File: src/hdl/ffdbp_pkg.sv
`timescale 1ns / 1ps
// shared constants and the sequencer state type of the first-fit-decreasing bin packer
package ffdbp_pkg;

    localparam int SIZE_BITS     = 10;
    localparam int CAP_BITS      = 10;
    localparam int CAP_RESET     = 10;
    localparam int MAX_ITEMS_DEF = 32;

    typedef enum logic [2:0] {
        ST_LOAD,
        ST_SCAN,
        ST_SWAP_HI,
        ST_SWAP_LO,
        ST_FIT,
        ST_OUT_RD,
        ST_OUT_LD
    } ffdbp_state_t;

endpackage

File: src/hdl/ffdbp_ram.sv
`timescale 1ns / 1ps
// simple dual-port synchronous ram, one write and one registered read port
module ffdbp_ram import ffdbp_pkg::*; #(
    parameter int WIDTH = SIZE_BITS,
    parameter int DEPTH = MAX_ITEMS_DEF
) (
    input  logic                     clk,
    input  logic                     wr_en,
    input  logic [$clog2(DEPTH)-1:0] wr_addr,
    input  logic [WIDTH-1:0]         wr_data,
    input  logic                     rd_en,
    input  logic [$clog2(DEPTH)-1:0] rd_addr,
    output logic [WIDTH-1:0]         rd_data
);

    logic [WIDTH-1:0] mem [DEPTH];

    always_ff @(posedge clk)
    begin
        if (wr_en)
        begin
            mem[wr_addr] <= wr_data;
        end
    end

    always_ff @(posedge clk)
    begin
        if (rd_en)
        begin
            rd_data <= mem[rd_addr];
        end
    end

endmodule

File: config.mk
export PLATFORM = sky130hd
export DESIGN_NAME = ffdbp_ram
export DESIGN_NICKNAME = d
export VERILOG_FILES = /design/src/hdl/ffdbp_pkg.sv /design/src/hdl/ffdbp_ram.sv
export SDC_FILE = /design/constraint.sdc
export NUM_CORES = 1
export LEC_CHECK = 0
export BUFFER_PORTS_ARGS = -buffer_cell sky130_fd_sc_hd__buf_2
export CORE_MARGIN = 2
export CORE_UTILIZATION = 61
export CTS_BUF_LIST = sky130_fd_sc_hd__clkbuf_4 sky130_fd_sc_hd__clkbuf_8
export DETAILED_ROUTE_END_ITERATION = 8
export PLACE_DENSITY = 0.88
export SYNTH_ARGS = -nofsm -noshare
export SYNTH_HDL_FRONTEND = slang
export SYNTH_SLANG_ARGS = --single-unit
File: constraint.sdc
create_clock -name clk -period 2.4 [get_ports clk]
set_clock_uncertainty 0.2 [all_clocks]
set_input_delay 0.48 -clock clk [delete_from_list [all_inputs] [get_ports clk]]
set_output_delay 0.48 -clock clk [all_outputs]
set_load 0.02 [all_outputs]
======== Word level (Yosys, flattened, before mapping) ========
Memories as Yosys holds them, arrays and structs flattened. A register that Yosys moved wholly into a read port is not among the register bits.
Cells that the tools add are included.
storage, ports and cells
  flip-flop bits (word level) ............. 0
  latch bits .............................. 0
  memory bits (writable) .................. 320
  ROM bits ................................ 0
  input bits .............................. 23
  output and inout bits ................... 10
  word-level logic and storage cells ...... 3
  memories ................................ 1
memories
  name  depth  width  read ports  clocked after Yosys merged registers in  write ports  RTL line         source
  mem   32     10     1           1                                        1            ffdbp_ram.sv:16  logic [WIDTH-1:0] mem [DEPTH];
operators by class
  add/subtract/negate cells ............... 0
  multipliers ............................. 0
  div/mod/pow operators ................... 0
  order comparisons ....................... 0
  equal/unequal tests ..................... 0
  shift operators ......................... 0
  mux-type cells .......................... 2
  bitwise logic cells ..................... 0
  reduce and logical (&&, ||, !) cells .... 0
operators with widths
  cell               count
  1-bit two-way mux  2

======== Depth between registers and ports, before layout ========
Gate-level depths: netlist of the first run.
  depth in word-level cells ............... 2
  gate-level depth with buffers ........... 7
  mapped depth without buffers ............ 5

======== Worst setup path after synthesis of the first run ========
No wires, ideal clock.
  kind .................................... in2reg
  start ................................... input wr_addr[1]
  end ..................................... memory mem[0][0] in the netlist's numbering, enable pin
  library setup time ...................... 0.376 ns
  arrival ................................. 1.491 ns
  required time ........................... 1.824 ns
  path slack .............................. 0.332 ns
  cell stages on the path ................. 3
  buffers on the path ..................... 1
  cell sequence ........................... or3b_1 > clkbuf_1 > nor2_1
RTL lines
  item         RTL line         source
  from (decl)  ffdbp_ram.sv:9   input logic [$clog2(DEPTH)-1:0] wr_addr,
  to (decl)    ffdbp_ram.sv:16
Straight into the memory's write port.

======== Final worst setup path of the first run ========
  start ................................... register rd_data[1], read port of mem
  end ..................................... output rd_data[1]
RTL lines
  item         RTL line         source
  from (decl)  ffdbp_ram.sv:13  output logic [WIDTH-1:0] rd_data
No word-level cell between the ends.

==> results of run 1 <==
layout by cell type, fill, tap and decap left out, drive strengths merged:
cell type and n:
a21oi 20, a22o 20, a22oi 40, a31oi 10, and2 1, buf 81
bufinv 2, clkbuf 65, clkinv 19, clkinvlp 2, edfxtp 330, mux2i 160
nand2 21, nand2b 2, nand3 22, nand3b 5, nand4 10, nor2 34
nor2b 2, nor3 10, or2 1, or3 1, or3b 3
kinds of logic (layout without fill, tap and decap cells):
logic type / count (synthesis) / count (layout) / share of synthesized area, %
buffers and inverters: 41 / 169 / 2.771
DFF: 330 / 330 / 75.68
AOI/OAI and AO/OA: 90 / 90 / 4.873
and+or+nand+nor: 112 / 112 / 4.444
muxes: 160 / 160 / 12.23
state kept, by name, indices dropped and copies added (netlist names):
signal / count
mem: 320
rd_data: 10
stage by stage:
step	hold WS [ns]	instances	total power, W	instance area [um2]
after floorplan	0.3789	733	0.006971	13090
after global placement	0.4836	1049	0.007200	13740
after detailed placement	0.4875	1049	0.007234	13740
after CTS	0.06848	1136	0.01149	14680
after global routing	0.07216	1136	0.01178	14680
final	0.08731	1136	0.01146	14680
how the worst max path moves through the flow:
stage                     slack (ns)         end       start  cells after the start
after floorplan                 0.33   mem[0][0]  wr_addr[1]                      3
after global placement          0.23  rd_data[5]  rd_addr[0]                      7
after detailed placement        0.15  rd_data[5]  rd_addr[0]                      7
after CTS                       0.52  rd_data[1]  rd_data[1]                      1
after global routing            0.50  rd_data[1]  rd_data[1]                      1
final                           0.53  rd_data[1]  rd_data[1]                      1
power by group:
group | internal, W | total, W | switching, W
Sequential | 0.00643 | 0.00646 | 0.0000258
Clock | 0.00235 | 0.00434 | 0.00199
Combinational | 0.000222 | 0.000663 | 0.000441
Total | 0.00901 | 0.0115 | 0.00245
layer usage:
metal | part of all wire, % | routed length, um | vias to the layer above
met5 | 0 | 0 | -
met4 | 2.7 | 778 | 0
met3 | 10 | 2848 | 57
met2 | 49 | 13850 | 435
met1 | 39 | 11060 | 3499
li1 | - | - | 3104
cell type report:
cell class | count | area (um2)
clock buffers | 64 | 787.0
clock inverters | 23 | 152.6
fillers | 1278 | 6342
multi-input cells | 362 | 2829
flip-flops and latches | 330 | 9910
well taps | 275 | 344.1
repair buffers | 82 | 656.9
==> impl_results.md, run 1 <==
* Status: completed
* Post-synthesis cell count at 733
* Worst rel slew slack at 51.38%
* Initial core utilization at 62.29%
* Type of element launching the critical path: register
* Worst Path Required at 1.72 ns
* Worst Path Buf+Inv at 1
* First-pass GRT wire length at 42.54 mm
* DR iter-0 viols at 857
* Core box area at 21,020 um2
* Fin crit period at 1.867 ns
* Vias in the first global route at 7,155
* Leak at 5.213 nW
* Hold Startpoint: rd_en
* Share of the synthesized area in the top cell type at 75.68%
* Setup TNS at 0 ns
* Root buf cell: clkbuf_8
* Worst-Margin Slew at 0.7293 ns
* Final cycle utilization of the critical path at 77.81%
* Residual DRC at 0
* Synth cell types at 27
* Total track usage at 26.19%
* Synth Register Bits at 330
* Final setup vio count at 0
* # clock sinks at 330
* Num ports at 33
* Final wirelength at 28.53 mm
* Hold path depth at 1
* Die Span X at 150.5 um
* Final Max Slew Viols at 0
* Detailed-route via count at 7,095
* DP Worst Slack at 0.1492 ns
* End of the worst hold path: rd_data[2]
* Core Rows at 53
* CTS Hold Bufs at 0
* RR Startpoint: mem[1][2]
* Reg2reg setup slack at 0.80 ns
* CP peak stage delay at 0.43 ns
* Clock transition at path regs at 0.07 ns
* Worst path arrival time at 1.19 ns
* Peak supply drop at 0.5236 mV
* Endpoint kind of the worst setup timing path: output port
* TritonCTS clock tree: done
* Reg2Reg Depth at 5
* Largest cells by area after synthesis: edfxtp_1 76%, mux2i_1 12%, a22oi_1 2.3%, a22o_1 1.3%, buf_12 1.1%
* Largest net degree at the start of global routing at 41
* Top post-synthesis cells by count: 330 x edfxtp_1, 160 x mux2i_1, 40 x a22oi_1, 34 x nor2_1, 22 x nand3_1
* Global-route track usage on met1 at 35.77%
* Synth Area per Inst at 17.86 um2
* Skew-Pair Late Insertion Delay at 0.57 ns
* Initial antenna violation count at 0
* Crit path kind: register to output port
* CTS buffer count at 49
* Final ANT Viol Nets at 0
* Peak Freq at 535.5 MHz
* CTS H-tree depth at 2
* RSZ-0062 raised after global routing: false
* Core Util, Final at 69.83%
* Net count after synthesis at 756
* Layout cells sized above 1 at 19.74%
* Post-CTS setup buffers at 0
* Layout net count at 848
* EDFF count, synth at 330
* Worst hold path class: primary input to register
* Highest net fanout along the worst path at 1
* Final worst slack at 0.5325 ns
* Antenna diodes at 0
* Highest-delay cell along the critical path: edfxtp_1
* DR WL/cell at 25.12 um
* DR vias/cell at 6.246
* Max Root-Sink Buffers at 3
* Layout area overhead at 12.11%
* Initial DRT Pass Iterations at 5
* Critical R2R Capture: rd_data[2]
* Register area share after synthesis at 75.68%
* Cells along the critical path: buf_2
* Primary FF master, synth: edfxtp_1
* Die extent in y at 150.5 um
* Dpl hpwl at 17.30 mm
* Port Buffers at 32
* Total die area at 22,650 um2
* Largest area contributor in the netlist: edfxtp_1
* Synthesis Warnings at 0
* # resized after CTS at 0
* P per Cell Area at 780.8 nW/um2
* Global Route met3 Usage at 6.636%
* M2 GR Usage at 41.84%
* GR peak layer: met2
* Most frequent cell after synthesis: edfxtp_1
* CP delay by family, top: flip-flops
* Max-Cap Viols at 0
* Gr ovfl total at 0
* Gpl congestion at 0.9098
* Synthesized cell area at 13,090 um2
* Final hold vios at 0
* Post-synth ARST share at 0%
Note: power is estimated with default switching activity, not from simulation.
==> inputs of run 2 (changes only) <==
Clock period 2.4 ns to 1.9 ns, I/O delays scaled along.
==> impl_results.md, run 2 (synthesis results as in run 1) <==
* CTS Hold Bufs at 1 (+1)
* Tot Pwr at 0.01466 W (+28%)
* Placed cell areas at 14,330 um2 (+4.3%)
* Final wirelength at 30.98 mm (+8.6%)
* Layout area overhead at 16.63%
* Final Max Slew Viols at 0 (unchanged)
* Crit path kind: register to register
* CTS H-tree depth at 2 (unchanged)
* Number of flip-flops in the largest register at 320 (unchanged)
* DP Worst Slack at -0.3977 ns (-0.5469 ns)
* Antenna diodes at 0 (unchanged)
* Die extent in y at 150.5 um (unchanged)
* Area of the multi-input gates at 2841 um2 (+0.44%)
* Core box area at 21,020 um2 (unchanged)
* Seq. cell area at 9910 um2 (unchanged)
* Largest net degree at the start of global routing at 33 (-20%)
* DR vias/cell at 6.433 (+3.0%)
* Max Root-Sink Buffers at 3 (unchanged)
* Gr ovfl total at 0 (unchanged)
* DR iter-0 viols at 1,166 (+36%)
* Worst hold path class: primary input to register
* Final hold vios at 0 (unchanged)
* Hold path depth at 2 (+1)
* Fin crit period at 1.796 ns
* Fill cells at 1,147 (-10%)
* Core Util, Final at 72.64% (+2.8 points)
* DR WL/cell at 25.97 um (+3.4%)
* Peak supply drop at 0.6817 mV (+30%)
* Status: completed
* Reg2Reg Depth at 5 (unchanged)
* RSZ-0062 raised after global routing: false
* # resized after CTS at 0 (unchanged)
* Largest Register: mem
* Layout net count at 906 (+6.8%)
* Final cycle utilization of the critical path at 94.53%
* Residual DRC at 0 (unchanged)
* Post-CTS setup buffers at 0 (unchanged)
* Max-Cap Viols at 0 (unchanged)
* Skew-Pair Late Insertion Delay at 0.57 ns (about the same)
* # clock sinks at 330 (unchanged)
* Worst rel slew slack at 53.11% (+1.7 points)
* Port Buffers at 32 (unchanged)
* CP peak stage delay at 0.37 ns (-0.06 ns)
* TritonCTS clock tree: done
* Final worst slack at 0.1039 ns (-0.4286 ns)
* Highest-delay cell along the critical path: edfxtp_1
* Core Rows at 53 (unchanged)
* Final Instance Area at 15,270 um2 (+4.0%)
* Final ANT Viol Nets at 0 (unchanged)
* Peak Freq at 556.8 MHz
* Die Span X at 150.5 um (unchanged)
* Worst path arrival time at 1.89 ns (+0.70 ns)
* CTS buffer count at 49 (unchanged)
* Hold Slack at 0.06365 ns (-0.02367 ns)
* Total track usage at 28.00% (+1.8 points)
* Worst-Margin Slew at 0.7034 ns (-0.02589 ns)
* Final setup vio count at 0 (unchanged)
* Initial antenna violation count at 0 (unchanged)
* Cells along the critical path: mux2i_1, a22o_1, nor3_2, a31oi_1, nand3_1
* Highest net fanout along the worst path at 1 (unchanged)
* Vias in the first global route at 7,555 (+5.6%)
* Commonest non-fill, non-tap cell in the layout: edfxtp_1
* Most frequent cells in the layout: 330 x edfxtp_1, 160 x mux2i_1, 86 x buf_4
* Leak at 5.542 nW (+6.3%)
* Gpl congestion at 0.8478 (-6.8%)
* Total die area at 22,650 um2 (unchanged)
* Largest regs: mem x320, rd_data x10
* Endpoint kind of the worst setup timing path: register
* P per Cell Area at 960.2 nW/um2 (+23%)
* Num ports at 33 (unchanged)
* Clock transition at path regs at 0.07 ns (about the same)
* Worst Path Required at 2.00 ns (+0.28 ns)
* First-pass GRT wire length at 46.03 mm (+8.2%)
* Initial core utilization at 62.29% (unchanged)
* Initial DRT Pass Iterations at 6 (+1)
* Root buf cell: clkbuf_8
* Detailed-route via count at 7,675 (+8.2%)
* Type of element launching the critical path: register
* Dpl hpwl at 18.98 mm (+9.7%)
* Layout cells sized above 1 at 25.27% (+5.5 points)
run 2: power by group:
part           switching (W)  total [W]  internal, W
sequential         0.0000343    0.00816      0.00813
combinational       0.000619    0.00101     0.000387
clock                0.00259    0.00550      0.00290
run 2: worst paths after layout:
| check | from | end | slack [ns] |
|---|---|---|---|
| setup / recovery | mem[3][6] | rd_data[6] | 0.10 |
| hold / removal | wr_data[4] | mem[10][4] | 0.06 |
| setup reg to reg | mem[3][6] | rd_data[6] | 0.10 |
| hold reg to reg | mem[11][3] | rd_data[3] | 0.51 |
run 2: area by class of cell:
| type | count | area share, % |
|---|---|---|
| timing repair buffer | 140 | 8.152 |
| multi-input combinational | 362 | 18.61 |
| clock buffer | 59 | 4.949 |
| tap | 275 | 2.253 |
| sequential | 330 | 64.89 |
| clock inverter | 27 | 1.147 |
run 2: critical path: cells and delay by family (launching register included):
kind,cells,cell delay (ns)
mux,1,0.22
compound gates,2,0.54
simple gates,2,0.22
flops,1,0.37
run 2: layer usage:
metal / wire length (um) / vias up / GRT usage [%] / part of all wire (%)
met2: 15460 / 595 / 46.07 / 50
met3: 3324 / 93 / 5.545 / 11
met4: 1136 / 0 / 10.38 / 3.7
li1: - / 3238 / - / -
met1: 11060 / 3749 / 37.53 / 36
met5: 0 / - / 0 / 0
run 2: stage by stage:
stage | std cells | setup TNS [ns]
3_5_place_dp | 1106 | -6.668
2_1_floorplan | 733 | -5.828
4_1_cts | 1193 | 0
5_1_grt | 1193 | 0
6_report | 1193 | 0
3_3_place_gp | 1106 | -3.741
==> inputs of run 3 (changes only) <==
Settings changed: CORE_UTILIZATION 61 to 36, PLACE_DENSITY 0.88 to 0.61, TNS_END_PERCENT from default to 10.
Clock period 1.9 ns to 1.8 ns, I/O delays scaled along.
==> impl_results.md, run 3 (synthesis results as in run 1) <==
* Dpl hpwl at 17.99 mm (-5.2%)
* DR WL/cell at 20.54 um (-21%)
* Max-Cap Viols at 0 (unchanged)
* Worst hold path class: primary input to register
* Most frequent cells in the layout: 330 x edfxtp_1, 160 x mux2i_1, 82 x buf_4
* Fin crit period at 1.730 ns (-0.06618 ns)
* Largest Register: mem
* Type of element launching the critical path: register
* Final Instance Area at 15,580 um2 (+2.0%)
* Initial antenna violation count at 0 (unchanged)
* Root buf cell: clkbuf_8
* Hold Slack at 0.02143 ns (-0.04221 ns)
* Flop pwr share at 55.1% (-0.5 points)
* M2 GR Usage at 25.62% (-20 points)
* Largest net degree at the start of global routing at 33 (unchanged)
* Pint at 0.01221 W (+7.0%)
* Detailed-route via count at 6,892 (-10%)
* Endpoint kind of the worst setup timing path: register
* Die Span X at 194.7 um (+29%)
* Die extent in y at 194.7 um (+29%)
* Commonest non-fill, non-tap cell in the layout: edfxtp_1
* DR iter-0 viols at 514 (-56%)
* CTS H-tree depth at 2 (unchanged)
* Final ANT Viol Nets at 0 (unchanged)
* Highest net fanout along the worst path at 1 (unchanged)
* # clock sinks at 330 (unchanged)
* Max Root-Sink Buffers at 3 (unchanged)
* Initial DRT Pass Iterations at 5 (-1)
* Skew-Pair Late Insertion Delay at 0.58 ns (about the same)
* Port Buffers at 32 (unchanged)
* Reg2reg setup slack at 0.07 ns (-0.03 ns)
* Global Route met3 Usage at 2.672% (-2.9 points)
* Leak at 5.581 nW (+0.70%)
* Worst-Margin Slew at 0.4301 ns (-0.2733 ns)
* Hold Startpoint: wr_data[1]
* TritonCTS clock tree: done
* Switch share at 21.75% (-0.40 points)
* Residual DRC at 0 (unchanged)
* Num ports at 33 (unchanged)
* Gpl congestion at 0.7701 (-9.2%)
* Final setup vio count at 0 (unchanged)
* Final hold vios at 0 (unchanged)
* First-pass GRT wire length at 42.88 mm (-6.8%)
* Antenna diodes at 0 (unchanged)
* Initial core utilization at 36.72% (-26 points)
* Largest regs: mem x320, rd_data x10
* Core Util, Final at 43.70% (-29 points)
* Status: completed
* Final wirelength at 28.41 mm (-8.3%)
* GR peak layer: met2
* RR Startpoint: mem[7][0]
* Crit path kind: register to register
* CTS buffer count at 52 (+6.1%)
* Reg2Reg Depth at 6 (+1)
* Global-route track usage on met1 at 19.48% (-18 points)
* Worst rel slew slack at 71.33% (+18 points)
* Worst path arrival time at 1.83 ns (-0.06 ns)
* Layout net count at 907 (+0.11%)
* Final Max Slew Viols at 0 (unchanged)
* Total die area at 37,910 um2 (+67%)
* Clk network pwr share at 38.1% (+0.6 points)
* NetSw at 0.003395 W (+4.5%)
* Layout cells sized above 1 at 25.05% (-0.22 points)
* P per Cell Area at 1002 nW/um2 (+4.3%)
* Core Rows at 69 (+30%)
* Layout area overhead at 19.00%
* Comb pwr share at 6.8% (about the same)
* Peak Freq at 578.1 MHz (+3.8%)
* End of the worst hold path: mem[21][1]
* Setup TNS at 0 ns (unchanged)
* Peak supply drop at 0.6238 mV (-8.5%)
* Core box area at 35,660 um2 (+70%)
* Clock transition at path regs at 0.07 ns (about the same)
* Hold path depth at 2 (unchanged)
* CP Launch Point: mem[7][0]
* Critical R2R Capture: rd_data[0]
* Total track usage at 15.01% (-13 points)
* Number of flip-flops in the largest register at 320 (unchanged)
* Gr ovfl total at 0 (unchanged)
* RSZ-0062 raised after global routing: false
* Placed cell areas at 14,580 um2 (+1.7%)
* Worst Path Required at 1.90 ns (-0.10 ns)
* Vias in the first global route at 6,905 (-8.6%)
* DR vias/cell at 4.983 (-23%)
* Final cycle utilization of the critical path at 96.11% (+1.6 points)
[run 3: area by class of cell]
cell class              count  area [um2]
flip-flops and latches    330        9910
well taps                 461       576.8
clock buffers              68       848.3
fillers                  3076       20070
repair buffers            138        1255
multi-input cells         362        2863
clock inverters            24       128.9
[run 3: per-stage QoR]
| stage | setup WS [ns] | total power (W) | std cells |
|---|---|---|---|
| 2_1_floorplan | -0.1476 | 0.009294 | 733 |
| 3_3_place_gp | -0.4406 | 0.009812 | 1290 |
| 3_5_place_dp | -0.5196 | 0.009829 | 1290 |
| 4_1_cts | 0.005442 | 0.01576 | 1383 |
| 5_1_grt | 0.0007165 | 0.01615 | 1383 |
| 6_report | 0.07009 | 0.01560 | 1383 |
[run 3: repair_timing]
action	in CTS	in global routing
hold endpoints to repair	10	0
hold buffers	1	0
setup endpoints to repair	1	2
resized for setup	1	2
cloned	0	0
buffers inserted	0	0
[run 3: worst max-delay path by stage]
stage          slack, ns    endpoint  depth (start not counted)
2_1_floorplan      -0.15   mem[0][0]                          3
3_3_place_gp       -0.44  rd_data[2]                          8
3_5_place_dp       -0.52  rd_data[4]                          8
4_1_cts            0.005  rd_data[0]                          6
5_1_grt           0.0007  rd_data[8]                          6
6_report            0.07  rd_data[0]                          6
[run 3: power by group through the flow]
stage	Sequential, W	Clock, W	Combinational [W]
floorplan	0.00879	0	0.000505
global placement	0.00876	0	0.00105
detailed placement	0.00877	0	0.00106
CTS	0.00861	0.00609	0.00107
global route	0.00861	0.00640	0.00113
finish	0.00861	0.00594	0.00106
[run 3: routing by layer]
metal  share of wire [%]  vias to the layer above  wire length, um
met1                  44                     3459            12500
met5                   0                        -                0
met4                 2.1                        0              597
li1                    -                     3234                -
met3                 4.2                       44             1198
met2                  50                      155            14110
[run 3: critical path, cell delays in order, from the launching register on]
cell	delay, ns
edfxtp_1	0.37
mux2i_1	0.15
a22o_1	0.21
nor3_2	0.08
a31oi_2	0.20
buf_4	0.16
nand3_1	0.09
